$ cat src/hdl/tcbp_pkg.sv
// ----------------------------------------------------------------------------
// tcbp_pkg
// Shared widths, register codes and types of the constant border padder.
// ----------------------------------------------------------------------------
package tcbp_pkg;

  // field widths
  localparam int ELEM_W  = 32;
  localparam int RUN_W   = 25;
  localparam int IDX_W   = 8;
  localparam int DIM_W   = 12;
  localparam int PAD_W   = 8;
  localparam int CPAD_W  = 4;
  localparam int OUTD_W  = DIM_W + 1;

  // saturation of the channel pad counts
  localparam int MAX_CHANNEL_PAD = 8;

  // pad word table
  localparam int TABLE_DEPTH = 256;

  // queue between front and back
  localparam int QUEUE_DEPTH = 4;
  localparam int QPTR_W      = 2;

  // configuration port
  localparam int APB_AW = 5;
  localparam int APB_DW = 32;
  localparam int REG_W  = 3;

  // register indexes
  localparam logic [REG_W-1:0] REG_IN_WIDTH   = 3'd0;
  localparam logic [REG_W-1:0] REG_IN_HEIGHT  = 3'd1;
  localparam logic [REG_W-1:0] REG_PAD_TOP    = 3'd2;
  localparam logic [REG_W-1:0] REG_PAD_BOTTOM = 3'd3;
  localparam logic [REG_W-1:0] REG_PAD_LEFT   = 3'd4;
  localparam logic [REG_W-1:0] REG_PAD_RIGHT  = 3'd5;
  localparam logic [REG_W-1:0] REG_PAD_FRONT  = 3'd6;
  localparam logic [REG_W-1:0] REG_PAD_BEHIND = 3'd7;

  // request types
  localparam logic REQ_ELEM  = 1'b0;
  localparam logic REQ_TABLE = 1'b1;

  typedef struct packed {
    logic [DIM_W-1:0]  in_width;
    logic [DIM_W-1:0]  in_height;
    logic [PAD_W-1:0]  pad_top;
    logic [PAD_W-1:0]  pad_bottom;
    logic [PAD_W-1:0]  pad_left;
    logic [PAD_W-1:0]  pad_right;
    logic [CPAD_W-1:0] pad_front;
    logic [CPAD_W-1:0] pad_behind;
  } cfg_t;

  // classified word common to all stages
  typedef struct packed {
    logic              wr;
    logic [ELEM_W-1:0] value;
    logic [IDX_W-1:0]  ch_front;
    logic [IDX_W-1:0]  ch_elem;
    logic [IDX_W-1:0]  ch_behind;
    logic [CPAD_W-1:0] n_front;
    logic [CPAD_W-1:0] n_behind;
  } item_t;

  typedef struct packed {
    item_t             item;
    logic [OUTD_W-1:0] outw;
    logic [OUTD_W-1:0] outh;
    logic [PAD_W-1:0]  pre_a;
    logic [PAD_W-1:0]  pre_add;
    logic [OUTD_W-1:0] post_b;
    logic [OUTD_W-1:0] post_add;
  } s1_t;

  typedef struct packed {
    item_t                   item;
    logic [PAD_W+OUTD_W-1:0] pre_prod;
    logic [PAD_W-1:0]        pre_add;
    logic [RUN_W-1:0]        post_prod;
    logic [OUTD_W-1:0]       post_add;
    logic [RUN_W-1:0]        plane;
  } s2_t;

  typedef struct packed {
    item_t            item;
    logic [RUN_W-1:0] pre_len;
    logic [RUN_W-1:0] post_len;
    logic [RUN_W-1:0] plane;
  } qent_t;

endpackage

$ cat src/hdl/tcbp_queue.sv
// ----------------------------------------------------------------------------
// tcbp_queue
// Short first-in first-out buffer of classified words between front and back.
// ----------------------------------------------------------------------------
module tcbp_queue import tcbp_pkg::*; (
  input  logic  clk_i,
  input  logic  rst_ni,
  input  logic  push_valid_i,
  output logic  push_ready_o,
  input  qent_t push_data_i,
  output logic  pop_valid_o,
  input  logic  pop_i,
  output qent_t pop_data_o
);

  qent_t             slots_q [QUEUE_DEPTH];
  logic [QPTR_W-1:0] wr_ptr_q, rd_ptr_q;
  logic [QPTR_W:0]   count_q;
  logic              push, pop;

  assign push_ready_o = (count_q != (QPTR_W+1)'(QUEUE_DEPTH));
  assign pop_valid_o  = (count_q != '0);
  assign push         = push_valid_i && push_ready_o;
  assign pop          = pop_i && pop_valid_o;
  assign pop_data_o   = slots_q[rd_ptr_q];

  // pointers and fill level
  always_ff @(posedge clk_i or negedge rst_ni) begin
    if (!rst_ni) begin
      wr_ptr_q <= '0;
      rd_ptr_q <= '0;
      count_q  <= '0;
    end else begin
      if (push) begin
        wr_ptr_q <= wr_ptr_q + QPTR_W'(1);
      end
      if (pop) begin
        rd_ptr_q <= rd_ptr_q + QPTR_W'(1);
      end
      if (push && !pop) begin
        count_q <= count_q + (QPTR_W+1)'(1);
      end else if (pop && !push) begin
        count_q <= count_q - (QPTR_W+1)'(1);
      end
    end
  end

  // storage
  always_ff @(posedge clk_i) begin
    if (push) begin
      slots_q[wr_ptr_q] <= push_data_i;
    end
  end

endmodule

$ cat config.mk
export PLATFORM = sky130hd
export DESIGN_NAME = tcbp_queue
export DESIGN_NICKNAME = d
export VERILOG_FILES = /design/src/hdl/tcbp_pkg.sv /design/src/hdl/tcbp_queue.sv
export SDC_FILE = /design/constraint.sdc
export NUM_CORES = 1
export LEC_CHECK = 0
export BUFFER_PORTS_ARGS = -buffer_cell sky130_fd_sc_hd__buf_4
export CAP_MARGIN = 10
export CORE_ASPECT_RATIO = 0.6
export CORE_MARGIN = 2
export CORE_UTILIZATION = 35
export CTS_BUF_LIST = sky130_fd_sc_hd__clkbuf_8
export DETAILED_ROUTE_END_ITERATION = 10
export HOLD_SLACK_MARGIN = 0.05
export PLACE_DENSITY_LB_ADDON = 0.05
export SLEW_MARGIN = 20
export SYNTH_ARGS = -nofsm -noshare
export SYNTH_HDL_FRONTEND = slang
export SYNTH_SLANG_ARGS = --single-unit
$ cat constraint.sdc
create_clock -name clk_i -period 4.75 [get_ports clk_i]
set_input_delay 0.2375 -clock clk_i [delete_from_list [all_inputs] [get_ports clk_i]]
set_output_delay 0.2375 -clock clk_i [all_outputs]
set_load 0.02 [all_outputs]
==> results of run 1 <==
-- kinds of logic after synthesis --
family,synth area share
AOI/OAI and AO/OA,0.000547
muxes,0.154
buffers and inverters,0.0111
and+or+nand+nor,0.00249
DFF,0.825
adders and majority gates,0.00401
xor gates and xnor gates,0.00255
-- cell type report --
cell class | count | area, um^2 | share of cell area
Clock buffer | 89 | 1220 | 0.0459
Clock inverter | 61 | 277 | 0.0104
Inverter | 3 | 11.3 | 0.000422
Multi-Input combinational cell | 165 | 3380 | 0.127
Sequential cell | 567 | 17000 | 0.637
Tap cell | 770 | 963 | 0.0361
Timing Repair Buffer | 444 | 3820 | 0.143
-- power groups by stage --
stage	Combinational, mW	Clock [mW]	Sequential (mW)
global route	6.12	3.98	7.02
detailed placement	5.81	0	7.04
CTS	5.92	3.76	6.95
global placement	5.81	0	7.05
floorplan	3.58	0	6.99
finish	5.73	3.59	6.93
-- per-layer routing --
layer,up-vias,track usage,share of wire
met2,219,0.229,0.47
met4,2,0.0430,0.018
met5,-,0,0.00029
li1,4329,-,-
met3,73,0.0438,0.053
met1,5180,0.213,0.46
-- Yosys cell counts --
library cell and instances:
edfxtp_1 560, mux4_2 140, buf_2 17, buf_6 10, dfrtp_1 7, clkbuf_1 5, ha_1 5, and2_1 4
xnor2_1 4, inv_1 3, mux2_2 2, nand2_1 2, nor2_1 2, xor2_1 2, a21boi_2 1, fa_1 1
nand3_1 1, or3_1 1
-- critical path, stage by stage (launching register included) --
cell and delay [ns]:
dfrtp_4 1.05, buf_4 0.50, mux4_2 0.39, buf_4 0.17
-- registers in the layout, summed over array words and instances, names as in the netlist --
name and cells:
wr_ptr_q 2, slots_q 560, rd_ptr_q 2, count_q 3
-- stage by stage --
| stage | power, mW | util | instances | instance area, um^2 | worst slack (ns) |
|---|---|---|---|---|---|
| finish | 16.3 | 0.461 | 2099 | 26700 | 1.68 |
| global route | 17.1 | 0.461 | 2099 | 26700 | 1.50 |
| CTS | 16.6 | 0.461 | 2099 | 26700 | 1.55 |
| detailed placement | 12.8 | 0.410 | 1805 | 23700 | 2.33 |
| global placement | 12.9 | 0.410 | 1805 | 23700 | 2.35 |
| floorplan | 10.6 | - | 767 | 20600 | 0.247 |
-- final timing paths --
check | endpoint | depth (start not counted) | start
min reg2reg | count_q[2] | 1 | count_q[2]
min in group asynchronous | count_q[0] | 3 | rst_ni
max in group asynchronous | rd_ptr_q[1] | 3 | rst_ni
min | slots_q[1][118] | 2 | push_data_i[118]
max | pop_data_o[131] | 3 | rd_ptr_q[1]
max reg2reg | slots_q[3][33] | 4 | count_q[0]
==> impl_results.md, run 1 <==
* Layout Skew at approximately 0.024 ns
* ANT cells at 0
* Via Count at 9803
* Share of the synthesized area in the top cell type at 0.817
* Sequential fraction of design power at 0.427
* Maximum vdd drop at 0.000336 V
* Vias in the first global route at 10700
* Final Hold Vio Count at 0
* Number of synthesized register bits at roughly 570
* Share of layout cells above drive strength 1 at 0.412
* Post-synth cell types at 18
* Setup TNS at 0 ns
* Initial DRT Pass Iterations at 7
* Fin crit share at 0.646
* Yosys Warn Count at 0
* Die height at 192 um
* H-tree Lvls at 3
* Overflow after GRT at 0
* TritonCTS clock tree: done
* Port Buffers at ~290
* Req. time, crit path at 4.51 ns
* Total CTS buffers at 86
* Gpl congestion at slightly above 0.7
* Commonest cells after routing, fill and taps aside: edfxtp_1 (560), buf_4 (290), dlygate4sd3_1 (144)
* WHS at 0.309 ns
* Final WL at 45200 um
* Cell count after synthesis at 767
* Initial antenna violation count at 1
* Skew-Pair Late Insertion Delay at between 0.6 and 0.7 ns
* CP startpoint kind: register
* Seq/Total Area, Yosys at 0.825
* Drt wl/cell at 21.5 um
* # IOs at 286
* Root Buffer: clkbuf_8
* Run status: completed
* Worst-path maximum fanout at 58
* Die Footprint at 0.0609 mm^2
* Detailed placement HPWL at 26500 um
* Core ar. at 0.0579 mm^2
* Relative slew margins at 0.337
* Reg2Reg Setup Slack at 2.38 ns
* Lkg Pwr at 9.18 nW
* DRC errors left at 0
* Post-DR vias/cell at 4.67
* Min-Delay Path Class: in -> reg
* Logic pwr share at 0.353
* Largest net degree at the start of global routing at between 60 and 70
* Pint at approximately 11 mW
* Layout area overhead at 29.5%
* Fmax at 326 MHz
* Leading post-synthesis cells by cell area: edfxtp_1 (82%), mux4_2 (15%), dfrtp_1 (0.85%)
* Clock sink total at 567
* Final setup viols at 0
* Routed Antenna Nets at 0
* Power Dens Cells at between 600 and 700 mW/mm^2
* Postcts setup bufs at 0
* Tot GR Track Use at 0.151
* Worst-path clk slew at 0.06 ns
* Most common cell after layout, fill and taps aside: edfxtp_1
* Worst-Margin Slew at 0.995 ns
* Switching Share at 0.326
* CP Capture Type: primary output
* Max_cap viols at 0
* Worst setup path category: reg -> out
* Post-cts resize count at 0
* First-pass GRT wire length at 67500 um
* Largest buffer count on any clock path at 3
* Nets@finish at about 1400
* Fillers at approximately 5000
* Pins Over Slew Limit at 0
* Min cycle time layout at a little over 3 ns
* Average size of a mapped cell at 26.8 um^2
* DIE WIDTH at 317 um
* Sw power at approximately 5.3 mW
* Syn nets at 917
* RSZ-0062 raised after global routing: no
* Initial Util at 0.356
* Synthesized cell area at 0.0206 mm^2
* Drt initial violations at 642
* Hold bufs inserted after CTS at 144
* Area leader, netlist: edfxtp_1
* Rows at 68
* WP data arrival at 2.83 ns
* Clock network power share at 0.221
Note: power is estimated with default switching activity, not from simulation.
==> run 2, diff against run 1 <==
==> constraint.sdc (replaced) <==
create_clock -name clk_i -period 2.9 [get_ports clk_i]
set_input_delay 0.145 -clock clk_i [delete_from_list [all_inputs] [get_ports clk_i]]
set_output_delay 0.145 -clock clk_i [all_outputs]
set_load 0.02 [all_outputs]
==> impl_results.md, run 2 (synthesis gave the netlist of run 1 again) <==
* Post-DR vias/cell at 4.68 (+0.24%)
* Largest net degree at the start of global routing at 82 (+26%)
* Largest register FFs at 560 (unchanged)
* Power Dens Cells at 1000 mW/mm^2 (+65%)
* Tot GR Track Use at 0.149 (-0.00208)
* Most common cell after layout, fill and taps aside: edfxtp_1
* Worst R2R End: count_q[2]
* TritonCTS clock tree: done
* Worst setup path category: reg -> out
* Die height at 192 um (unchanged)
* Worst-path maximum fanout at 58 (unchanged)
* Final Hold Vio Count at 0 (unchanged)
* Total power at 26.9 mW (+65%)
* First-pass GRT wire length at 66700 um (-1.2%)
* Initial DRT Pass Iterations at 5 (-2)
* CP startpoint kind: register
* Lkg Pwr at 9.22 nW (+0.46%)
* Reg2Reg Setup Slack at 0.82 ns (-1.56 ns)
* Worst-path clk slew at 0.06 ns (about the same)
* Finished Core Util at 0.463 (+0.00216)
* Maximum vdd drop at 0.000549 V (+63%)
* Pins Over Slew Limit at 0 (unchanged)
* Share of layout cells above drive strength 1 at 0.419 (+0.00621)
* Layout Skew at 0.0300 ns (+0.00621 ns)
* Min-delay src: push_data_i[34]
* Min cycle time layout at 2.64 ns
* Post-cts resize count at 0 (unchanged)
* Layout area overhead at 30.2%
* WP data arrival at 2.50 ns (-0.33 ns)
* ANT cells at 0 (unchanged)
* WHS at 0.229 ns (-0.0805 ns)
* Initial Util at 0.356 (unchanged)
* Max_cap viols at 0 (unchanged)
* Worst reg2reg startpoint: count_q[1]
* Commonest cells after routing, fill and taps aside: edfxtp_1 (560), buf_4 (290), dlygate4sd3_1 (144)
* Largest reg by FF count: slots_q
* RSZ-0062 raised after global routing: no
* Root Buffer: clkbuf_8
* Inst Count DP at 1811 (+0.33%)
* DIE WIDTH at 317 um (unchanged)
* Gpl congestion at 0.702 (-2.4%)
* Hold bufs inserted after CTS at 144 (unchanged)
* Worst R2R Path Depth at 8 (+4)
* Via Count at 9812 (+0.092%)
* Req. time, crit path at 2.76 ns (-1.75 ns)
* Nets@finish at 1422 (+0.35%)
* Final setup viols at 0 (unchanged)
* Fmax at approximately 380 MHz
* Drt initial violations at 691 (+7.6%)
* # IOs at 286 (unchanged)
* Setup TNS at 0 ns (unchanged)
* Final Non-Filler Cells at 2096 (-0.14%)
* CP Capture Type: primary output
* Largest regs: slots_q: 560 flops, count_q: 3 flops
* Min-Delay Path Class: in -> reg
* DRC errors left at 0 (unchanged)
* Fin crit share at 0.912
* Routed Antenna Nets at 0 (unchanged)
* Port Buffers at 285 (unchanged)
* Largest buffer count on any clock path at 3 (unchanged)
* Worst-Margin Slew at 0.630 ns (-0.365 ns)
* Die Footprint at 0.0609 mm^2 (unchanged)
* Detailed placement HPWL at 26400 um (-0.52%)
* Worst Hold Path Cells at 2 (unchanged)
* Vias in the first global route at 10700 (-0.37%)
* Overflow after GRT at 0 (unchanged)
* Drt wl/cell at 21.4 um (-0.39%)
* Total CTS buffers at 85 (-1.2%)
* Run status: completed
* Final WL at 44900 um (-0.53%)
* H-tree Lvls at 3 (unchanged)
* Clock sink total at 567 (unchanged)
* Rows at 68 (unchanged)
* Relative slew margins at 0.580 (+0.243)
* Initial antenna violation count at 0 (-1)
* Skew-Pair Late Insertion Delay at 0.66 ns (about the same)
* Core ar. at 0.0579 mm^2 (unchanged)
* Postcts setup bufs at 0 (unchanged)
* Hold EP: slots_q[2][34]
-- run 2: cell count changes in the layout (fill, tap and decap cells not counted), sizes merged --
cell      delta
buf          +6
bufinv       +2
clkbuf       -2
clkinv       -5
clkinvlp     -1
inv          -3
-- run 2: metal layers --
layer  share of wire  global-route usage  vias to the layer above
met2            0.46               0.225                      235
met5               0                   0                        -
li1                -                   -                     4334
met4           0.023              0.0498                        0
met3           0.055              0.0428                       80
met1            0.46               0.208                     5163
-- run 2: power by group --
part           total (mW)  internal, mW  switching (mW)
Sequential           11.3          10.8           0.467
Combinational        9.60          4.32            5.28
Clock                6.00          3.03            2.97
Total                26.9          18.2            8.72
-- run 2: area by class of cell --
class,count,area [um^2]
Fill cell,4889,31100
Sequential cell,567,17000
Timing Repair Buffer,450,3940
Multi-Input combinational cell,165,3380
Clock buffer,87,1200
Tap cell,770,963
Clock inverter,54,309
Inverter,3,11.3
-- run 2: worst max path at each step --
stage                      startpoint         endpoint  slack [ns]  cells after the start
final                     rd_ptr_q[0]  pop_data_o[116]        0.26                      3
after detailed placement   count_q[0]  slots_q[0][136]        0.79                      4
after global placement     count_q[0]  slots_q[0][136]        0.80                      4
after global routing      rd_ptr_q[0]   pop_data_o[99]        0.07                      3
after CTS                 rd_ptr_q[0]  pop_data_o[116]        0.13                      3
after floorplan            count_q[0]    slots_q[0][0]       -0.05                      3
-- run 2: critical path, stage by stage, from the launching register on --
cell     delay [ns]
dfrtp_4        0.54
buf_12         0.46
mux4_2         0.64
buf_4          0.19
-- run 2: stage by stage --
stage	instance area [um^2]	worst slack, ns
after floorplan	20600	-0.0472
after global placement	23900	0.796
after detailed placement	23900	0.789
after CTS	26800	0.127
after global routing	26800	0.0717
final	26800	0.255
