**src/hdl/tcbp_pkg.sv**
```systemverilog
// ----------------------------------------------------------------------------
// tcbp_pkg
// Shared widths, register codes and types of the constant border padder.
// ----------------------------------------------------------------------------
package tcbp_pkg;

  // field widths
  localparam int ELEM_W  = 32;
  localparam int RUN_W   = 25;
  localparam int IDX_W   = 8;
  localparam int DIM_W   = 12;
  localparam int PAD_W   = 8;
  localparam int CPAD_W  = 4;
  localparam int OUTD_W  = DIM_W + 1;

  // saturation of the channel pad counts
  localparam int MAX_CHANNEL_PAD = 8;

  // pad word table
  localparam int TABLE_DEPTH = 256;

  // queue between front and back
  localparam int QUEUE_DEPTH = 4;
  localparam int QPTR_W      = 2;

  // configuration port
  localparam int APB_AW = 5;
  localparam int APB_DW = 32;
  localparam int REG_W  = 3;

  // register indexes
  localparam logic [REG_W-1:0] REG_IN_WIDTH   = 3'd0;
  localparam logic [REG_W-1:0] REG_IN_HEIGHT  = 3'd1;
  localparam logic [REG_W-1:0] REG_PAD_TOP    = 3'd2;
  localparam logic [REG_W-1:0] REG_PAD_BOTTOM = 3'd3;
  localparam logic [REG_W-1:0] REG_PAD_LEFT   = 3'd4;
  localparam logic [REG_W-1:0] REG_PAD_RIGHT  = 3'd5;
  localparam logic [REG_W-1:0] REG_PAD_FRONT  = 3'd6;
  localparam logic [REG_W-1:0] REG_PAD_BEHIND = 3'd7;

  // request types
  localparam logic REQ_ELEM  = 1'b0;
  localparam logic REQ_TABLE = 1'b1;

  typedef struct packed {
    logic [DIM_W-1:0]  in_width;
    logic [DIM_W-1:0]  in_height;
    logic [PAD_W-1:0]  pad_top;
    logic [PAD_W-1:0]  pad_bottom;
    logic [PAD_W-1:0]  pad_left;
    logic [PAD_W-1:0]  pad_right;
    logic [CPAD_W-1:0] pad_front;
    logic [CPAD_W-1:0] pad_behind;
  } cfg_t;

  // classified word common to all stages
  typedef struct packed {
    logic              wr;
    logic [ELEM_W-1:0] value;
    logic [IDX_W-1:0]  ch_front;
    logic [IDX_W-1:0]  ch_elem;
    logic [IDX_W-1:0]  ch_behind;
    logic [CPAD_W-1:0] n_front;
    logic [CPAD_W-1:0] n_behind;
  } item_t;

  typedef struct packed {
    item_t             item;
    logic [OUTD_W-1:0] outw;
    logic [OUTD_W-1:0] outh;
    logic [PAD_W-1:0]  pre_a;
    logic [PAD_W-1:0]  pre_add;
    logic [OUTD_W-1:0] post_b;
    logic [OUTD_W-1:0] post_add;
  } s1_t;

  typedef struct packed {
    item_t                   item;
    logic [PAD_W+OUTD_W-1:0] pre_prod;
    logic [PAD_W-1:0]        pre_add;
    logic [RUN_W-1:0]        post_prod;
    logic [OUTD_W-1:0]       post_add;
    logic [RUN_W-1:0]        plane;
  } s2_t;

  typedef struct packed {
    item_t            item;
    logic [RUN_W-1:0] pre_len;
    logic [RUN_W-1:0] post_len;
    logic [RUN_W-1:0] plane;
  } qent_t;

endpackage

```
**src/hdl/tcbp_if.sv**
```systemverilog
// ----------------------------------------------------------------------------
// tcbp_if
// Valid/ready channels for request words and result words.
// ----------------------------------------------------------------------------
interface tcbp_req_if import tcbp_pkg::*; ();
  logic              valid;
  logic              ready;
  logic              req_type;
  logic [ELEM_W-1:0] elem_value;
  logic [IDX_W-1:0]  table_index;
  logic              last_in_tensor;

  modport source(output valid, req_type, elem_value, table_index, last_in_tensor,
                 input ready);
  modport sink(input valid, req_type, elem_value, table_index, last_in_tensor,
               output ready);
endinterface


```
**src/hdl/tcbp_front.sv**
```systemverilog
// ----------------------------------------------------------------------------
// tcbp_front
// Accepts request words, tracks position in the tensor and works out run
// lengths and channels for each word in a classify stage and a multiply stage.
// ----------------------------------------------------------------------------
module tcbp_front import tcbp_pkg::*; (
  input  logic           clk_i,
  input  logic           rst_ni,
  input  cfg_t           cfg_i,
  tcbp_req_if.sink       req_i,
  output logic           q_valid_o,
  input  logic           q_ready_i,
  output qent_t          q_data_o
);

  // position state
  logic             open_q, open_d;
  logic [DIM_W-1:0] col_q, col_d;
  logic [DIM_W-1:0] row_q, row_d;
  logic [IDX_W-1:0] ch_q, ch_d;

  // stage registers
  logic s1_valid_q, s2_valid_q;
  s1_t  s1_q, s1_d;
  s2_t  s2_q, s2_d;
  logic s1_ready, s2_ready, accept;

  // classification signals
  logic [DIM_W-1:0]  w, h, col, row, cols_left, rows_left;
  logic [CPAD_W-1:0] f_sat, b_sat;
  logic              first, last, col_end, row_end, plane_end;
  logic              first_col, first_row;
  logic [IDX_W-1:0]  ch_elem, ch_behind;
  logic [2*OUTD_W-1:0] plane_full, post_full;

  assign s2_ready    = !s2_valid_q || q_ready_i;
  assign s1_ready    = !s1_valid_q || s2_ready;
  assign req_i.ready = s1_ready;
  assign accept      = req_i.valid && s1_ready;

  // classify the incoming word
  always_comb begin
    w     = (cfg_i.in_width == '0) ? DIM_W'(1) : cfg_i.in_width;
    h     = (cfg_i.in_height == '0) ? DIM_W'(1) : cfg_i.in_height;
    f_sat = (cfg_i.pad_front > CPAD_W'(MAX_CHANNEL_PAD)) ? CPAD_W'(MAX_CHANNEL_PAD)
                                                          : cfg_i.pad_front;
    b_sat = (cfg_i.pad_behind > CPAD_W'(MAX_CHANNEL_PAD)) ? CPAD_W'(MAX_CHANNEL_PAD)
                                                           : cfg_i.pad_behind;
    first     = !open_q;
    last      = req_i.last_in_tensor;
    col       = first ? '0 : col_q;
    row       = first ? '0 : row_q;
    first_col = (col == '0);
    first_row = (row == '0);
    col_end   = ({1'b0, col} + OUTD_W'(1)) >= {1'b0, w};
    row_end   = ({1'b0, row} + OUTD_W'(1)) >= {1'b0, h};
    cols_left = col_end ? '0 : (w - DIM_W'(1) - col);
    rows_left = row_end ? '0 : (h - DIM_W'(1) - row);
    plane_end = last || (col_end && row_end);
    ch_elem   = ch_q + (first ? IDX_W'(f_sat) : '0);
    ch_behind = ch_elem + IDX_W'(plane_end);

    s1_d                = '0;
    s1_d.item.wr        = (req_i.req_type == REQ_TABLE);
    s1_d.item.value     = req_i.elem_value;
    s1_d.item.ch_front  = (req_i.req_type == REQ_TABLE) ? req_i.table_index : ch_q;
    s1_d.item.ch_elem   = ch_elem;
    s1_d.item.ch_behind = ch_behind;
    s1_d.item.n_front   = first ? f_sat : '0;
    s1_d.item.n_behind  = last ? b_sat : '0;
    s1_d.outw    = OUTD_W'(w) + OUTD_W'(cfg_i.pad_left) + OUTD_W'(cfg_i.pad_right);
    s1_d.outh    = OUTD_W'(h) + OUTD_W'(cfg_i.pad_top) + OUTD_W'(cfg_i.pad_bottom);
    s1_d.pre_a   = (first_col && first_row) ? cfg_i.pad_top : '0;
    s1_d.pre_add = first_col ? cfg_i.pad_left : '0;
    if (last) begin
      s1_d.post_b   = OUTD_W'(rows_left) + OUTD_W'(cfg_i.pad_bottom);
      s1_d.post_add = OUTD_W'(cols_left) + OUTD_W'(cfg_i.pad_right);
    end else if (col_end) begin
      s1_d.post_b   = row_end ? OUTD_W'(cfg_i.pad_bottom) : '0;
      s1_d.post_add = OUTD_W'(cfg_i.pad_right);
    end
  end

  // next position
  always_comb begin
    open_d = open_q;
    col_d  = col_q;
    row_d  = row_q;
    ch_d   = ch_q;
    if (accept && (req_i.req_type == REQ_ELEM)) begin
      open_d = !last;
      ch_d   = last ? '0 : ch_behind;
      if (plane_end) begin
        col_d = '0;
        row_d = '0;
      end else if (col_end) begin
        col_d = '0;
        row_d = row + DIM_W'(1);
      end else begin
        col_d = col + DIM_W'(1);
        row_d = row;
      end
    end
  end

  // products
  always_comb begin
    plane_full     = s1_q.outw * s1_q.outh;
    post_full      = s1_q.post_b * s1_q.outw;
    s2_d.item      = s1_q.item;
    s2_d.pre_prod  = s1_q.pre_a * s1_q.outw;
    s2_d.pre_add   = s1_q.pre_add;
    s2_d.post_prod = post_full[RUN_W-1:0];
    s2_d.post_add  = s1_q.post_add;
    s2_d.plane     = plane_full[RUN_W-1:0];
  end

  // control registers
  always_ff @(posedge clk_i or negedge rst_ni) begin
    if (!rst_ni) begin
      open_q     <= 1'b0;
      col_q      <= '0;
      row_q      <= '0;
      ch_q       <= '0;
      s1_valid_q <= 1'b0;
      s2_valid_q <= 1'b0;
    end else begin
      open_q <= open_d;
      col_q  <= col_d;
      row_q  <= row_d;
      ch_q   <= ch_d;
      if (s1_ready) begin
        s1_valid_q <= req_i.valid;
      end
      if (s2_ready) begin
        s2_valid_q <= s1_valid_q;
      end
    end
  end

  // payload registers
  always_ff @(posedge clk_i) begin
    if (accept) begin
      s1_q <= s1_d;
    end
    if (s2_ready && s1_valid_q) begin
      s2_q <= s2_d;
    end
  end

  // final run lengths into the queue
  assign q_valid_o         = s2_valid_q;
  assign q_data_o.item     = s2_q.item;
  assign q_data_o.pre_len  = RUN_W'(s2_q.pre_prod) + RUN_W'(s2_q.pre_add);
  assign q_data_o.post_len = s2_q.post_prod + RUN_W'(s2_q.post_add);
  assign q_data_o.plane    = s2_q.plane;

endmodule

```
**src/flat_wrapper.sv**
```systemverilog
// flat-port wrapper written by rule: the top's interface ports become plain ports
module tcbp_front_flat import tcbp_pkg::*;
  (clk_i, rst_ni, cfg_i, q_valid_o, q_ready_i, q_data_o, req_i_valid, req_i_req_type, req_i_elem_value, req_i_table_index, req_i_last_in_tensor, req_i_ready);
  tcbp_req_if req_i_i ();
  input  logic clk_i;
  input  logic rst_ni;
  input  cfg_t cfg_i;
  output logic q_valid_o;
  input  logic q_ready_i;
  output qent_t q_data_o;
  input wire logic [$bits(req_i_i.valid)-1:0] req_i_valid;
  input wire logic [$bits(req_i_i.req_type)-1:0] req_i_req_type;
  input wire logic [$bits(req_i_i.elem_value)-1:0] req_i_elem_value;
  input wire logic [$bits(req_i_i.table_index)-1:0] req_i_table_index;
  input wire logic [$bits(req_i_i.last_in_tensor)-1:0] req_i_last_in_tensor;
  output wire logic [$bits(req_i_i.ready)-1:0] req_i_ready;
  assign req_i_i.valid = req_i_valid;
  assign req_i_i.req_type = req_i_req_type;
  assign req_i_i.elem_value = req_i_elem_value;
  assign req_i_i.table_index = req_i_table_index;
  assign req_i_i.last_in_tensor = req_i_last_in_tensor;
  assign req_i_ready = req_i_i.ready;
  tcbp_front u_core (.clk_i(clk_i), .rst_ni(rst_ni), .cfg_i(cfg_i), .req_i(req_i_i), .q_valid_o(q_valid_o), .q_ready_i(q_ready_i), .q_data_o(q_data_o));
endmodule
```
**config.mk**
```make
export PLATFORM = sky130hd
export DESIGN_NAME = tcbp_front_flat
export DESIGN_NICKNAME = d
export VERILOG_FILES = /design/src/hdl/tcbp_pkg.sv /design/src/hdl/tcbp_if.sv /design/src/hdl/tcbp_front.sv /design/src/flat_wrapper.sv
export SDC_FILE = /design/constraint.sdc
export NUM_CORES = 2
export LEC_CHECK = 0
export BUFFER_PORTS_ARGS = -buffer_cell sky130_fd_sc_hd__buf_2
export CORE_MARGIN = 8
export CORE_UTILIZATION = 60
export CTS_CLUSTER_DIAMETER = 120
export DETAILED_ROUTE_END_ITERATION = 7
export PLACE_DENSITY = 0.87
export SYNTH_ARGS = -nofsm -noshare
export SYNTH_HDL_FRONTEND = slang
export SYNTH_SLANG_ARGS = --single-unit
export TNS_END_PERCENT = 50
```
**constraint.sdc**
```tcl
create_clock -name clk_i -period 6.3 [get_ports clk_i]
set_clock_uncertainty 0.1 [all_clocks]
set_input_delay 1.26 -clock clk_i [delete_from_list [all_inputs] [get_ports clk_i]]
set_output_delay 1.26 -clock clk_i [all_outputs]
set_load 0.01 [all_outputs]
```
==> results.txt <==
----------------------------------------------------
[Hold path]
  Hold WC Path Type ... flop to flop

[Place]
  Worst setup slack before clock tree synthesis ... 0.3934 ns
  Weighted congestion at the end of routability-driven global placement ... 0.9624
  Post-detailed-placement half-perimeter wirelength ... 56,720 um
  Port-buffer cells ... 248

[Setup path]
  Worst path arrival time ... 6.13 ns
  Launch point of the critical path ... u_core.s1_q[64]$_DFFE_PP_
  Gate family responsible for the most delay along the worst path ... adder cells
  Worst reg-to-reg setup slack ... 0.38 ns
  Depth of the worst register-to-register path ... 19
  Critical path startpoint category ... flop
  Sort of element at the end of the critical path ... flop
  Master of the slowest instance on the critical path ... edfxtp_1
  Count of buffer and inverter cells on the critical path ... 5
  Maximum fanout along the worst path ... 13
  Worst path cell trace ... buf_4, and2_1, fa_1, inv_1, fa_1, inv_1, fa_1, fa_1, inv_1, fa_1, inv_1, ha_1, nor4_1, o21a_1, o21ai_0, a31oi_1, o21ai_0, a21oi_1, xnor2_1
  Reg2Reg Launch Point ... u_core.s1_q[64]$_DFFE_PP_
  Worst Setup Path Type ... flop to flop
  Total number of cells along the worst setup path ... 19
  Worst setup path endpoint ... u_core.q_data_o[20]$_DFFE_PP_
  Crit path top cell by count ... fa_1
  R2R Path End ... u_core.q_data_o[20]$_DFFE_PP_
  Data required time at the worst endpoint ... 6.51 ns
  Delay of the slowest critical-path stage ... 0.64 ns

[Floorplan]
  Die footprint ... 60,190 sq um
  Effective utilization at floorplan ... 60.41%
  Top-Level Pins ... 252
  Floorplan die height ... 245.3 um
  Horizontal die dimension ... 245.3 um
  Cell row count ... 84
  Core footprint ... 52,240 sq um

[Global route]
  First-pass GRT wire length ... 117,900 um
  Via count of the first global-routing pass ... 23,390
  Initial antenna violation count ... 8
  Overall global routing resource usage ... 24.18%
  Global route overflow ... 0
  Maximum number of pins on one net before global-route repair ... 91

[Synthesis]
  Post-Synth Simple-Gate Area ... 14.41%
  Top-area cell type share of the netlist area ... 27.60%
  Multiplexer share of the synthesized area ... 0.4480%
  Post-synthesis adder-cell area fraction ... 32.34%
  Post-synthesis compound-gate area fraction ... 7.843%
  Average cell area after synthesis ... 10.04 sq um
  Number of distinct standard cells referenced by the synthesized netlist ... 74
  Warning count from the yosys run ... 0
  Largest cells by area after synthesis ... edfxtp_1 (28%), fa_1 (21%), ha_1 (11%)
  Post-synth top area cell ... edfxtp_1
  Syn Inst Count ... 3,142
  Synth cell count leaders ... inv_1 (516), nand2_1 (347), fa_1 (331)
  Register bit count reported by yosys ... 325
  Xor and xnor area share after synthesis ... 4.663%
  Most instantiated flip-flop cell in the synthesis netlist ... edfxtp_1
  Cell area after technology mapping ... 31,560 sq um
  Count of flip-flops with a built-in enable after synthesis ... 290
  Cell with the most instances after synthesis ... inv_1
  Largest family of logic cells by synthesized area ... adder cells
  Proportion of synthesized chip area in sequential cells ... 30.37%
  Async SR Flop Fraction ... 10.77%

[STA]
  Post-route fraction of the period consumed by the critical path ... 94.01%
  Final min period ... 5.923 ns
  Slew margin rel. ... 35.87%
  Unrepaired setup endpoints after global routing ... no
  Pin slew with the least headroom to its limit ... 0.9620 ns
  Final setup fails ... 0
  Max-slew violations ... 0
  Final Worst Setup Slack ... 0.3775 ns
  Achievable clock frequency ... 168.8 MHz
  Total Negative Setup Slacks ... 0 ns
  Endpoints failing hold ... 0

[Clocking]
  Number of clock buffers inserted by TritonCTS ... 36
  Clock Root Buffer ... clkbuf_16
  Clock Latency Late Sink ... 0.58 ns
  Setup fix buffers added after clock tree synthesis ... 0
  Maximum level of the CTS H-tree ... 2
  Number of buffers inserted for hold repair after clock tree synthesis ... 0
  TritonCTS clock tree ... done
  Clk sinks ... 325
  Buffer depth of the longest clock path ... 3
  Clock slew at the register clock pins of the worst setup and hold paths ... 0.06 ns
  Cells resized by post-CTS repair ... 0

[Route]
  Remaining design rule violation count ... 0
  Routed length per instance ... 18.21 um
  Detailed-route vias per instance ... 5.624
  Number of routed nets with antenna violations ... 0
  Number of DRC violations after detailed-routing iteration 0 ... 1,691
  Overall via count from detail_route ... 22,310
  Router iterations before antenna repair ... 6
  Wire length reported by the detailed router ... 72,240 um

[Outcome]
  Outcome ... finished clean

[Flow run]
  Number of max-capacitance violations reported ... 0

[Final layout]
  Number of nets at the end of the flow ... 3,973
  Area Overhead vs Synth ... 7.779%
  Share of post-route cells with drive strength above 1 ... 11.25%
  Filler Cells Inserted ... 3,794

----------------------------------------------------
-- how the worst min path moves through the flow --
stage,startpoint,to,slack (ns),depth (start not counted)
after floorplan,u_core.s1_q[93]$_DFFE_PP_,u_core.q_data_o[100]$_DFFE_PP_,0.30,0
after global placement,u_core.s1_q[100]$_DFFE_PP_,u_core.q_data_o[107]$_DFFE_PP_,0.30,0
after detailed placement,u_core.s1_q[95]$_DFFE_PP_,u_core.q_data_o[102]$_DFFE_PP_,0.30,0
after CTS,u_core.s1_q[124]$_DFFE_PP_,u_core.q_data_o[131]$_DFFE_PP_,0.32,0
after global routing,u_core.s1_q[94]$_DFFE_PP_,u_core.q_data_o[101]$_DFFE_PP_,0.32,0
final,u_core.s1_q[31]$_SDFFCE_PN0P_,u_core.s2_q[68]$_DFFE_PP_,0.32,0
-- metrics by stage --
step	hold WS, ns	area [sq um]	cells	util (%)
final	0.3173	34010	3967	65.11
after global routing	0.3211	34010	3967	65.11
after CTS	0.3185	33990	3960	65.08
after detailed placement	0.3045	32760	3896	62.72
after global placement	0.3002	32760	3896	62.72
after floorplan	0.3003	31560	3144	-
-- worst register-to-register path, cell delays in order, from the launching register on --
cell and delay (ns):
edfxtp_1 0.64, buf_4 0.31, and2_1 0.18, fa_1 0.49, inv_1 0.05, fa_1 0.48, inv_1 0.06, fa_1 0.49
fa_1 0.54, inv_1 0.05, fa_1 0.47, inv_1 0.04, ha_1 0.22, nor4_1 0.36, o21a_1 0.23, o21ai_0 0.16
a31oi_1 0.38, o21ai_0 0.15, a21oi_1 0.20, xnor2_1 0.08
-- cell usage in the layout, fill, tap and decap left out, types with 44 or more instances in the layout --
cell type,instances
nand2_1,347
xor2_1,44
inv_1,515
o21ai_0,80
nor2_1,114
buf_2,248
xnor2_1,124
and2_1,254
edfxtp_1,290
fa_1,331
ha_1,286
a21oi_1,78
-- layout make-up --
class / count / area, sq um / area share (%)
clock buffers: 48 / 977.2 / 2.873
repair buffers: 284 / 1524 / 4.481
multi-input cells: 2083 / 18850 / 55.44
inverters: 516 / 1939 / 5.702
well taps: 688 / 860.8 / 2.531
diodes: 7 / 17.52 / 0.05150
clock inverters: 16 / 254.0 / 0.7468
flip-flops and latches: 325 / 9584 / 28.18
-- per-layer routing --
layer | wire [um] | vias to the layer above | global-route usage (%) | part of all wire [%]
li1 | - | 10310 | - | -
met1 | 28650 | 10890 | 30.47 | 40
met2 | 35610 | 906 | 41.54 | 49
met3 | 5374 | 205 | 4.007 | 7.4
met4 | 2592 | 2 | 9.303 | 3.6
met5 | 14 | - | 0 | 0.019
-- flip-flops by register name, summed over array words and instances, names as in the netlist --
| register | count |
|---|---|
| u_core.s1_q | 133 |
| u_core.ch_q | 8 |
| u_core.s1_valid_q | 1 |
| u_core.open_q | 1 |
| u_core.q_valid_o | 1 |
| u_core.row_q | 12 |
| u_core.s2_q | 67 |
| u_core.q_data_o | 90 |
| u_core.col_q | 12 |
-- cells by family (layout without fill, tap and decap cells) --
family                     count (synthesis)  count (layout)
and+or+nand+nor                          915             915
buffers and inverters                    736             864
AOI/OAI and AO/OA                        367             367
xor gates and xnor gates                 168             168
muxes                                     13              13
other                                      1              10
DFF                                      325             325
adders and majority gates                617             617
Power is left out: the tool's default activity adds up to more than one toggle a clock period on the data nets, which glitch-free logic cannot reach.
