### config.mk
export PLATFORM = sky130hd
export DESIGN_NAME = tcbp_regs
export DESIGN_NICKNAME = d
export VERILOG_FILES = /design/src/hdl/tcbp_pkg.sv /design/src/hdl/tcbp_regs.sv
export SDC_FILE = /design/constraint.sdc
export NUM_CORES = 1
export LEC_CHECK = 0
export ABC_AREA = 0
export BUFFER_PORTS_ARGS = -buffer_cell sky130_fd_sc_hd__buf_4
export CORE_MARGIN = 8
export CORE_UTILIZATION = 48
export DETAILED_ROUTE_END_ITERATION = 12
export PLACE_DENSITY = 0.81
export RECOVER_POWER = 25
export SYNTH_ARGS = -nofsm -noshare
export SYNTH_HDL_FRONTEND = slang
export SYNTH_SLANG_ARGS = --single-unit
export TNS_END_PERCENT = 50
### constraint.sdc
create_clock -name clk_i -period 1.2 [get_ports clk_i]
set_input_delay 0.06 -clock clk_i [delete_from_list [all_inputs] [get_ports clk_i]]
set_output_delay 0.06 -clock clk_i [all_outputs]
set_load 0.1 [all_outputs]
### src/hdl/tcbp_pkg.sv
// ----------------------------------------------------------------------------
// tcbp_pkg
// Shared widths, register codes and types of the constant border padder.
// ----------------------------------------------------------------------------
package tcbp_pkg;

  // field widths
  localparam int ELEM_W  = 32;
  localparam int RUN_W   = 25;
  localparam int IDX_W   = 8;
  localparam int DIM_W   = 12;
  localparam int PAD_W   = 8;
  localparam int CPAD_W  = 4;
  localparam int OUTD_W  = DIM_W + 1;

  // saturation of the channel pad counts
  localparam int MAX_CHANNEL_PAD = 8;

  // pad word table
  localparam int TABLE_DEPTH = 256;

  // queue between front and back
  localparam int QUEUE_DEPTH = 4;
  localparam int QPTR_W      = 2;

  // configuration port
  localparam int APB_AW = 5;
  localparam int APB_DW = 32;
  localparam int REG_W  = 3;

  // register indexes
  localparam logic [REG_W-1:0] REG_IN_WIDTH   = 3'd0;
  localparam logic [REG_W-1:0] REG_IN_HEIGHT  = 3'd1;
  localparam logic [REG_W-1:0] REG_PAD_TOP    = 3'd2;
  localparam logic [REG_W-1:0] REG_PAD_BOTTOM = 3'd3;
  localparam logic [REG_W-1:0] REG_PAD_LEFT   = 3'd4;
  localparam logic [REG_W-1:0] REG_PAD_RIGHT  = 3'd5;
  localparam logic [REG_W-1:0] REG_PAD_FRONT  = 3'd6;
  localparam logic [REG_W-1:0] REG_PAD_BEHIND = 3'd7;

  // request types
  localparam logic REQ_ELEM  = 1'b0;
  localparam logic REQ_TABLE = 1'b1;

  typedef struct packed {
    logic [DIM_W-1:0]  in_width;
    logic [DIM_W-1:0]  in_height;
    logic [PAD_W-1:0]  pad_top;
    logic [PAD_W-1:0]  pad_bottom;
    logic [PAD_W-1:0]  pad_left;
    logic [PAD_W-1:0]  pad_right;
    logic [CPAD_W-1:0] pad_front;
    logic [CPAD_W-1:0] pad_behind;
  } cfg_t;

  // classified word common to all stages
  typedef struct packed {
    logic              wr;
    logic [ELEM_W-1:0] value;
    logic [IDX_W-1:0]  ch_front;
    logic [IDX_W-1:0]  ch_elem;
    logic [IDX_W-1:0]  ch_behind;
    logic [CPAD_W-1:0] n_front;
    logic [CPAD_W-1:0] n_behind;
  } item_t;

  typedef struct packed {
    item_t             item;
    logic [OUTD_W-1:0] outw;
    logic [OUTD_W-1:0] outh;
    logic [PAD_W-1:0]  pre_a;
    logic [PAD_W-1:0]  pre_add;
    logic [OUTD_W-1:0] post_b;
    logic [OUTD_W-1:0] post_add;
  } s1_t;

  typedef struct packed {
    item_t                   item;
    logic [PAD_W+OUTD_W-1:0] pre_prod;
    logic [PAD_W-1:0]        pre_add;
    logic [RUN_W-1:0]        post_prod;
    logic [OUTD_W-1:0]       post_add;
    logic [RUN_W-1:0]        plane;
  } s2_t;

  typedef struct packed {
    item_t            item;
    logic [RUN_W-1:0] pre_len;
    logic [RUN_W-1:0] post_len;
    logic [RUN_W-1:0] plane;
  } qent_t;

endpackage

### src/hdl/tcbp_regs.sv
// ----------------------------------------------------------------------------
// tcbp_regs
// APB register file holding the tensor geometry and pad amounts.
// ----------------------------------------------------------------------------
module tcbp_regs import tcbp_pkg::*; (
  input  logic              clk_i,
  input  logic              rst_ni,
  input  logic              psel,
  input  logic              penable,
  input  logic              pwrite,
  input  logic [APB_AW-1:0] paddr,
  input  logic [APB_DW-1:0] pwdata,
  output logic [APB_DW-1:0] prdata,
  output logic              pready,
  output cfg_t              cfg_o
);

  cfg_t             cfg_q, cfg_d;
  logic [REG_W-1:0] sel;
  logic             wr_en;

  assign pready = 1'b1;
  assign sel    = paddr[APB_AW-1:2];
  assign wr_en  = psel && penable && pwrite;

  // write decode
  always_comb begin
    cfg_d = cfg_q;
    if (wr_en) begin
      case (sel)
        REG_IN_WIDTH:   cfg_d.in_width   = pwdata[DIM_W-1:0];
        REG_IN_HEIGHT:  cfg_d.in_height  = pwdata[DIM_W-1:0];
        REG_PAD_TOP:    cfg_d.pad_top    = pwdata[PAD_W-1:0];
        REG_PAD_BOTTOM: cfg_d.pad_bottom = pwdata[PAD_W-1:0];
        REG_PAD_LEFT:   cfg_d.pad_left   = pwdata[PAD_W-1:0];
        REG_PAD_RIGHT:  cfg_d.pad_right  = pwdata[PAD_W-1:0];
        REG_PAD_FRONT:  cfg_d.pad_front  = pwdata[CPAD_W-1:0];
        REG_PAD_BEHIND: cfg_d.pad_behind = pwdata[CPAD_W-1:0];
        default:        cfg_d = cfg_q;
      endcase
    end
  end

  always_ff @(posedge clk_i or negedge rst_ni) begin
    if (!rst_ni) begin
      cfg_q <= '{in_width: DIM_W'(1), in_height: DIM_W'(1), default: '0};
    end else begin
      cfg_q <= cfg_d;
    end
  end

  // read mux
  always_comb begin
    case (sel)
      REG_IN_WIDTH:   prdata = APB_DW'(cfg_q.in_width);
      REG_IN_HEIGHT:  prdata = APB_DW'(cfg_q.in_height);
      REG_PAD_TOP:    prdata = APB_DW'(cfg_q.pad_top);
      REG_PAD_BOTTOM: prdata = APB_DW'(cfg_q.pad_bottom);
      REG_PAD_LEFT:   prdata = APB_DW'(cfg_q.pad_left);
      REG_PAD_RIGHT:  prdata = APB_DW'(cfg_q.pad_right);
      REG_PAD_FRONT:  prdata = APB_DW'(cfg_q.pad_front);
      REG_PAD_BEHIND: prdata = APB_DW'(cfg_q.pad_behind);
      default:        prdata = '0;
    endcase
  end

  assign cfg_o = cfg_q;

endmodule

==> results.yml, run 1 <==
global_route:
  grt-ovfl-total: 0
  grt_max_degree: 30
  grt_use_total: 0.251
  grt_pass1_vias: 3258
  antenna_found_initial: 0
  grt_pass1_wl_um: 18900
routing:
  drc: 0
  drt-total-wl_um: 14600
  ant_nets: 0
  drtPass1Iterations: 5
  vias_per_cell: 5.93
  via_count: 3101
  post_drt_wl_per_cell_um: 28.0
  drt_iter0_markers: 250
sta:
  final-hold-violation-count: 0
  skew_ps: 0
  fin_ws_ps: -442
  drv_slew: 0
  max_clock_freq_mhz: 609
  finalCritPeriodShare: 1.37
  slew_headroom: 0.452
  tightest_slew_ps: 822
  period_needed_ps: 1640
  rsz0062_at_grt: "true"
  setup_violations: 35
clocking:
  path_clk_slew_ps: 80
  cts_tree: "done"
  cts_buffers: 9
  insertion_delay_ps: 350
  h-tree-depth: 3
  root_buffer: "clkbuf_8"
  cts.sinks: 64
  clock_path_buffers: 2
pwr:
  clock_power_share: 0.142
  finalPower_mw: 12.9
  vdd_drop_max_mv: 1.59
  power.switching_mw: 6.54
  internal_power_mw: 6.31
  leakagePower_nw: 2.68
  p_seq_frac: 0.260
  powerDensity_mw_per_mm2: 2110
  combPwrFrac: 0.598
  switching_share: 0.509
synthesis:
  ys_warn_count: 0
  ys_seq_area_frac: 0.499
  synthFlopType: "dfrtp_1"
  synth_area_per_cell_um2: 12.5
  synth_cells: 257
  yosysUniqueCellTypes: 37
  synth_edf_count: 0
  netlist_area_mm2: 0.00321
  ys_ff_latch: 64
  synthArstFlopShare: 1.00
placed_design:
  place.gp.congestion: 0.843
  io_buffers: 95
  place_inst: 488
  dpl.hpwl_um: 7380
  dp_slack_ps: -205
min_path:
  worstHoldPathType: "in2reg"
  worstHoldPathCells: 2
die:
  initial_core_util: 0.484
  fp.dieArea_mm2: 0.00957
  io-pin-count: 139
  core-area_mm2: 0.00664
  rows: 30
  fp.dieW_um: 97.8
  chipHeight_um: 97.8
worst_setup_path:
  cp.arrival_ps: 1580
  start_kind: "flip-flop"
  path_max_fanout: 2
  cp-end-kind: "primary output"
  critical_path_class: "reg2out"
  reg2reg_depth: 3
  cp.required_ps: 1140
finish:
  synthToLayoutAreaGrowth_pct: 89.8
  drive_above_1_share: 0.833
  nFillCells: 220
  finalNetCount: 480
  diodes: 0
  largest_reg_flops: 64
  fin_cells: 523
run:
  maxCapViolations: 0
status:
  status: "finished, violations left"
  violations: "setup timing"
-- cells by family (layout without fill, tap and decap cells) --
| group | Yosys count | count (layout) | synth area share |
|---|---|---|---|
| mux | 77 | 77 | 0.275 |
| flops | 64 | 64 | 0.499 |
| other cells | 2 | 21 | 0.00234 |
| buf+inv | 37 | 204 | 0.0755 |
| simple gates | 45 | 45 | 0.0817 |
| compound gates | 32 | 32 | 0.0662 |
-- worst paths after layout --
check	startpoint	to	slack, ps
min reg2reg	cfg_o[57]	cfg_o[57]	550
min	pwdata[1]	cfg_o[53]	20
max reg2reg	cfg_o[61]	cfg_o[61]	70
min in group asynchronous	rst_ni	cfg_o[24]	350
max in group asynchronous	rst_ni	cfg_o[7]	130
max	cfg_o[35]	prdata[3]	-440
-- synthesized netlist by cell type, drive strengths merged (3+ instances only) --
master	count	share of area
mux2i	16	0.050
nor3	6	0.013
a211oi	6	0.014
nand2b	4	0.0078
o22ai	3	0.0058
a21oi	6	0.0093
nor2	15	0.020
o22a	4	0.011
o21ai	6	0.0093
dfrtp	62	0.48
clkbuf	4	0.0047
buf	30	0.067
nor2b	4	0.0078
inv	3	0.0035
mux2	61	0.23
nand2	7	0.0082
-- critical path, stage by stage, from the launching register on --
cell,delay [ps]
dfrtp_4,500
nor2b_4,140
nor3_2,60
a21oi_2,170
a31oi_4,140
buf_12,210
-- layout by cell type, fill, tap and decap left out, types with 4 or more instances in the layout --
| cell | Yosys | final |
|---|---|---|
| mux2i_2 | 0 | 5 |
| dfrtp_2 | 0 | 18 |
| conb_1 | 2 | 21 |
| clkbuf_8 | 0 | 12 |
| mux2_2 | 51 | 47 |
| o22a_4 | 0 | 4 |
| mux2_4 | 10 | 14 |
| nor3_4 | 1 | 5 |
| mux2i_1 | 16 | 6 |
| buf_6 | 2 | 37 |
| buf_4 | 22 | 85 |
| dfrtp_4 | 0 | 44 |
| a211oi_2 | 0 | 5 |
| nor2_1 | 12 | 12 |
| a21oi_2 | 0 | 4 |
| mux2i_4 | 0 | 5 |
| buf_12 | 0 | 52 |
| dlygate4sd3_1 | 0 | 9 |
| nand2_1 | 7 | 7 |
-- per-stage QoR --
| step | hold WS, ps | instance area, um2 | TNS [ps] | utilization |
|---|---|---|---|---|
| 6_report | 19.4 | 6100 | -4270 | 0.918 |
| 3_5_place_dp | 22.8 | 4880 | -7660 | 0.734 |
| 5_1_grt | 14.8 | 6100 | -5050 | 0.918 |
| 2_1_floorplan | -236 | 3710 | -5790 | - |
| 4_1_cts | 6.88 | 5840 | -3290 | 0.879 |
| 3_3_place_gp | 16.8 | 4880 | -6040 | 0.734 |
-- power by group through the flow --
stage / Sequential (mW) / Combinational, mW / Clock [mW]
3_3_place_gp: 3.18 / 6.11 / 0
4_1_cts: 3.19 / 7.15 / 1.76
3_5_place_dp: 3.20 / 6.18 / 0
2_1_floorplan: 6.35 / 1.58 / 0
5_1_grt: 3.36 / 7.84 / 1.93
6_report: 3.34 / 7.68 / 1.83
-- routing by layer --
| metal | vias up | routed length [um] | track usage |
|---|---|---|---|
| li1 | 1237 | - | - |
| met5 | - | 0 | 0 |
| met1 | 1551 | 5270 | 0.290 |
| met4 | 0 | 643 | 0.107 |
| met2 | 250 | 7440 | 0.426 |
| met3 | 63 | 1290 | 0.0690 |
-- layout make-up --
cell class	instances	area, um2	area share
Timing Repair Buffer	185	2210	0.361
Multi-Input combinational cell	175	1800	0.295
Sequential cell	64	1800	0.294
Clock buffer	13	169	0.0277
Tap cell	80	100	0.0164
Clock inverter	3	15.0	0.00246
Inverter	3	13.8	0.00226
-- repair_timing --
action	4_1_cts	5_1_grt
setup endpoints to repair	41	44
hold buffers	9	0
pin swaps	13	10
buffers inserted	8	5
endpoints found under the hold margin	75	0
resized for setup	157	56
Power figures use the tool's default switching activity.
==> inputs of run 2 (changes only) <==
--- a/config.mk
+++ b/config.mk
@@ -7,9 +7,11 @@
 export LEC_CHECK = 0
 export ABC_AREA = 0
 export BUFFER_PORTS_ARGS = -buffer_cell sky130_fd_sc_hd__buf_4
+export CORE_ASPECT_RATIO = 0.7
 export CORE_MARGIN = 8
 export CORE_UTILIZATION = 48
 export DETAILED_ROUTE_END_ITERATION = 12
+export GPL_ROUTABILITY_DRIVEN = 0
 export PLACE_DENSITY = 0.81
 export RECOVER_POWER = 25
 export SYNTH_ARGS = -nofsm -noshare
==> results.yml, run 2 (synthesis gave the netlist of run 1 again) <==
status:
  status: "finished, violations left"
  violations: "setup timing"
die:
  chipHeight_um: 84.5
  core-area_mm2: 0.00663
  initial_core_util: 0.485
  rows: 25
  fp.dieW_um: 114
  fp.dieArea_mm2: 0.00961
  io-pin-count: 139
worst_setup_path:
  start_kind: "flip-flop"
  cp.arrival_ps: 1700
  reg2reg_depth: 3
  path_max_fanout: 2
  r2r_slack_ps: 50
  cp-end-kind: "primary output"
  r2r_end: "cfg_o[12]"
  critical_path_class: "reg2out"
  cp.required_ps: 1140
  r2r_start: "cfg_o[12]"
sta:
  period_needed_ps: 1760
  tightest_slew_ps: 847
  drv_slew: 0
  finalCritPeriodShare: 1.46
  setup_violations: 64
  fin_ws_ps: -557
  skew_ps: 0
  slew_headroom: 0.436
  rsz0062_at_grt: "true"
  finalSetupTns_ps: -7180
  max_clock_freq_mhz: 569
  holdWs_ps: 387
  final-hold-violation-count: 0
finish:
  postLayoutCoreUtil: 0.952
  stdcell_area_mm2: 0.00631
  diodes: 0
  layout_common_cells: "buf_4, buf_12, mux2_2"
  finalNetCount: 494
  largest_reg_flops: 64
  fin_cells: 551
  drive_above_1_share: 0.827
  layout_commonest_cell: "buf_4"
  synthToLayoutAreaGrowth_pct: 96.5
  nFillCells: 151
placed_design:
  postPlaceCellArea_mm2: 0.00487
  place_inst: 504
  io_buffers: 95
  dpl.hpwl_um: 7370
  dp_slack_ps: -176
clocking:
  clock_path_buffers: 2
  path_clk_slew_ps: 90
  cts_tree: "done"
  insertion_delay_ps: 360
  root_buffer: "clkbuf_8"
  h-tree-depth: 3
  cts_buffers: 9
  cts.sinks: 64
pwr:
  powerDensity_mw_per_mm2: 2170
  leakagePower_nw: 2.75
  vdd_drop_max_mv: 1.70
  finalPower_mw: 13.7
routing:
  drtPass1Iterations: 5
  drt-total-wl_um: 17800
  drt_iter0_markers: 394
  ant_nets: 0
  drc: 0
  vias_per_cell: 6.20
  via_count: 3415
  post_drt_wl_per_cell_um: 32.4
global_route:
  antenna_found_initial: 0
  grt_max_degree: 65
  grt_use_total: 0.302
  grt_pass1_vias: 3375
  grt_pass1_wl_um: 21400
  grt-ovfl-total: 0
min_path:
  worstHoldPathType: "in2reg"
  whs_endpoint: "cfg_o[21]"
  worstHoldPathCells: 5
  worstHoldStart: "penable"
run:
  maxCapViolations: 0
-- run 2: repair_timing --
| action | 4_1_cts | 5_1_grt |
|---|---|---|
| hold endpoints to repair | 114 | 0 |
| setup buffers | 8 | 15 |
| pin swaps | 13 | 11 |
| resized for setup | 190 | 46 |
| endpoints found under the setup margin | 43 | 54 |
| hold buffers | 13 | 0 |
-- run 2: report_power, final --
| group | internal [mW] | leakage, nW | total, mW | switching, mW |
|---|---|---|---|---|
| logic | 2.79 | 1.92 | 8.08 | 5.29 |
| clock network | 1.22 | 0.106 | 2.24 | 1.01 |
| registers | 2.81 | 0.726 | 3.38 | 0.563 |
| total | 6.83 | 2.75 | 13.7 | 6.87 |
-- run 2: area by class of cell --
type                    count  area (um2)  area share
flip-flops and latches     64        1800       0.284
well taps                  94         118      0.0186
inverters                   3        11.3     0.00178
multi-input cells         175        1810       0.287
clock inverters             5        80.1      0.0127
clock buffers              11         141      0.0224
repair buffers            199        2350       0.373
-- run 2: worst max-delay path: stages, from the launching register on --
cell,delay [ps]
dfrtp_4,500
inv_2,90
a211oi_2,70
a221oi_2,360
a21oi_4,110
buf_12,180
-- run 2: per-layer routing --
| metal | wire, um | vias up | GRT usage |
|---|---|---|---|
| met5 | 0 | - | 0 |
| met4 | 1550 | 0 | 0.200 |
| met3 | 1870 | 126 | 0.0852 |
| met2 | 8670 | 326 | 0.501 |
| met1 | 5730 | 1695 | 0.333 |
| li1 | - | 1268 | - |
-- run 2: worst max path at each step --
stage	start	endpoint	slack, ps	cells past startpoint
after floorplan	cfg_o[35]	prdata[3]	-410	4
after global placement	paddr[2]	cfg_o[9]	-170	6
after detailed placement	paddr[2]	cfg_o[3]	-180	6
after CTS	cfg_o[39]	prdata[7]	-400	5
after global routing	cfg_o[35]	prdata[3]	-580	5
final	cfg_o[39]	prdata[7]	-560	5
==> inputs of run 3 (changes only) <==
--- a/config.mk
+++ b/config.mk
@@ -9,11 +9,13 @@
 export BUFFER_PORTS_ARGS = -buffer_cell sky130_fd_sc_hd__buf_4
 export CORE_ASPECT_RATIO = 0.7
 export CORE_MARGIN = 8
-export CORE_UTILIZATION = 48
+export CORE_UTILIZATION = 40
 export DETAILED_ROUTE_END_ITERATION = 12
 export GPL_ROUTABILITY_DRIVEN = 0
-export PLACE_DENSITY = 0.81
+export PLACE_DENSITY = 0.69
 export RECOVER_POWER = 25
+export SETUP_SLACK_MARGIN = 0.4
+export SLEW_MARGIN = 20
 export SYNTH_ARGS = -nofsm -noshare
 export SYNTH_HDL_FRONTEND = slang
 export SYNTH_SLANG_ARGS = --single-unit
==> results.yml, run 3 (synthesis gave the netlist of run 1 again) <==
status:
  status: "finished, violations left"
  violations: "hold timing, setup timing"
routing:
  drtPass1Iterations: 6
  via_count: 2916
  drt-total-wl_um: 13700
  post_drt_wl_per_cell_um: 24.3
  drc: 0
  drt_iter0_markers: 206
  ant_nets: 0
  vias_per_cell: 5.16
clocking:
  insertion_delay_ps: 330
  h-tree-depth: 3
  path_clk_slew_ps: 50
  cts_tree: "done"
  root_buffer: "clkbuf_16"
  cts_buffers: 9
  cts.sinks: 64
  clock_path_buffers: 2
worst_setup_path:
  r2r_slack_ps: 0
  cp.required_ps: 1140
  path_max_fanout: 2
  cp-end-kind: "primary output"
  cp.arrival_ps: 1520
  start_kind: "flip-flop"
  critical_path_class: "reg2out"
global_route:
  grt_pass1_wl_um: 19100
  grt_pass1_vias: 3202
  antenna_found_initial: 0
  grt_use_total: 0.223
  grt_max_degree: 65
  grt-ovfl-total: 0
finish:
  drive_above_1_share: 0.858
  synthToLayoutAreaGrowth_pct: 122
  largest_reg_flops: 64
  finalNetCount: 503
  fin_cells: 565
  stdcell_area_mm2: 0.00714
  layout_common_cells: "buf_12, buf_6, mux2_4"
  postLayoutCoreUtil: 0.910
  diodes: 0
run:
  maxCapViolations: 0
die:
  chipHeight_um: 91
  rows: 27
  fp.dieW_um: 123
  fp.dieArea_mm2: 0.0112
  io-pin-count: 139
  initial_core_util: 0.410
  core-area_mm2: 0.00784
pwr:
  vdd_drop_max_mv: 1.68
  leakagePower_nw: 3.13
  powerDensity_mw_per_mm2: 2060
  finalPower_mw: 14.7
placed_design:
  dpl.hpwl_um: 7650
  postPlaceCellArea_mm2: 0.00507
  dp_slack_ps: -187
  io_buffers: 95
  place_inst: 509
sta:
  max_clock_freq_mhz: 632
  skew_ps: 0
  fin_ws_ps: -382
  rsz0062_at_grt: "true"
  slew_headroom: 0.415
  tightest_slew_ps: 878
  final-hold-violation-count: 1
  finalCritPeriodShare: 1.32
  setup_violations: 51
  period_needed_ps: 1580
  drv_slew: 0
  holdWs_ps: -0.213
min_path:
  worstHoldPathType: "in2reg"
==> run 3: metal layers <==
| layer | vias up | GRT usage | share of wire |
|---|---|---|---|
| li1 | 1284 | - | - |
| met4 | 0 | 0.0639 | 0.023 |
| met5 | - | 0 | 0 |
| met3 | 30 | 0.0513 | 0.061 |
| met2 | 109 | 0.378 | 0.51 |
| met1 | 1493 | 0.278 | 0.40 |
==> run 3: per-stage QoR <==
step	hold WS, ps	setup TNS, ps
after floorplan	-236	-7310
after detailed placement	90.2	-8820
after global routing	-1.83	-17900
after global placement	84.4	-8130
after CTS	4.37	-3450
final	-0.213	-4030
==> run 3: path summary, 6_finish.rpt <==
| path | depth (start not counted) | endpoint | start |
|---|---|---|---|
| setup / recovery | 4 | prdata[1] | cfg_o[25] |
| hold / removal | 3 | cfg_o[38] | pwdata[6] |
| setup reg to reg | 4 | cfg_o[17] | cfg_o[17] |
| hold reg to reg | 1 | cfg_o[24] | cfg_o[24] |
| max in group asynchronous | 3 | cfg_o[38] | rst_ni |
| min in group asynchronous | 3 | cfg_o[11] | rst_ni |
==> run 3: worst max-delay path, stage by stage (launching register included) <==
cell,delay [ps]
dfrtp_4,470
mux2i_1,200
o22ai_1,140
o22a_4,210
buf_12,160
==> run 3: repair_timing <==
action | CTS | global route
setup endpoints to repair | 139 | 140
gates resized for setup | 311 | 47
pin swaps | 21 | 20
endpoints found under the hold margin | 72 | 0
buffers inserted | 24 | 11
cloned | 0 | 1
hold buffers | 6 | 0
==> run 3: layout make-up <==
type | instances | area (um2)
multi-input cells | 176 | 2020
fillers | 251 | 702
inverters | 3 | 11.3
repair buffers | 207 | 2880
clock buffers | 11 | 253
well taps | 101 | 126
clock inverters | 3 | 42.5
flip-flops and latches | 64 | 1800
==> run 3: where the power goes <==
part / internal [mW] / leakage (nW) / total [mW] / switching (mW)
sequential: 2.83 / 0.726 / 3.38 / 0.555
clock: 1.69 / 0.143 / 2.62 / 0.923
combinational: 3.53 / 2.26 / 8.69 / 5.16
total: 8.04 / 3.13 / 14.7 / 6.64
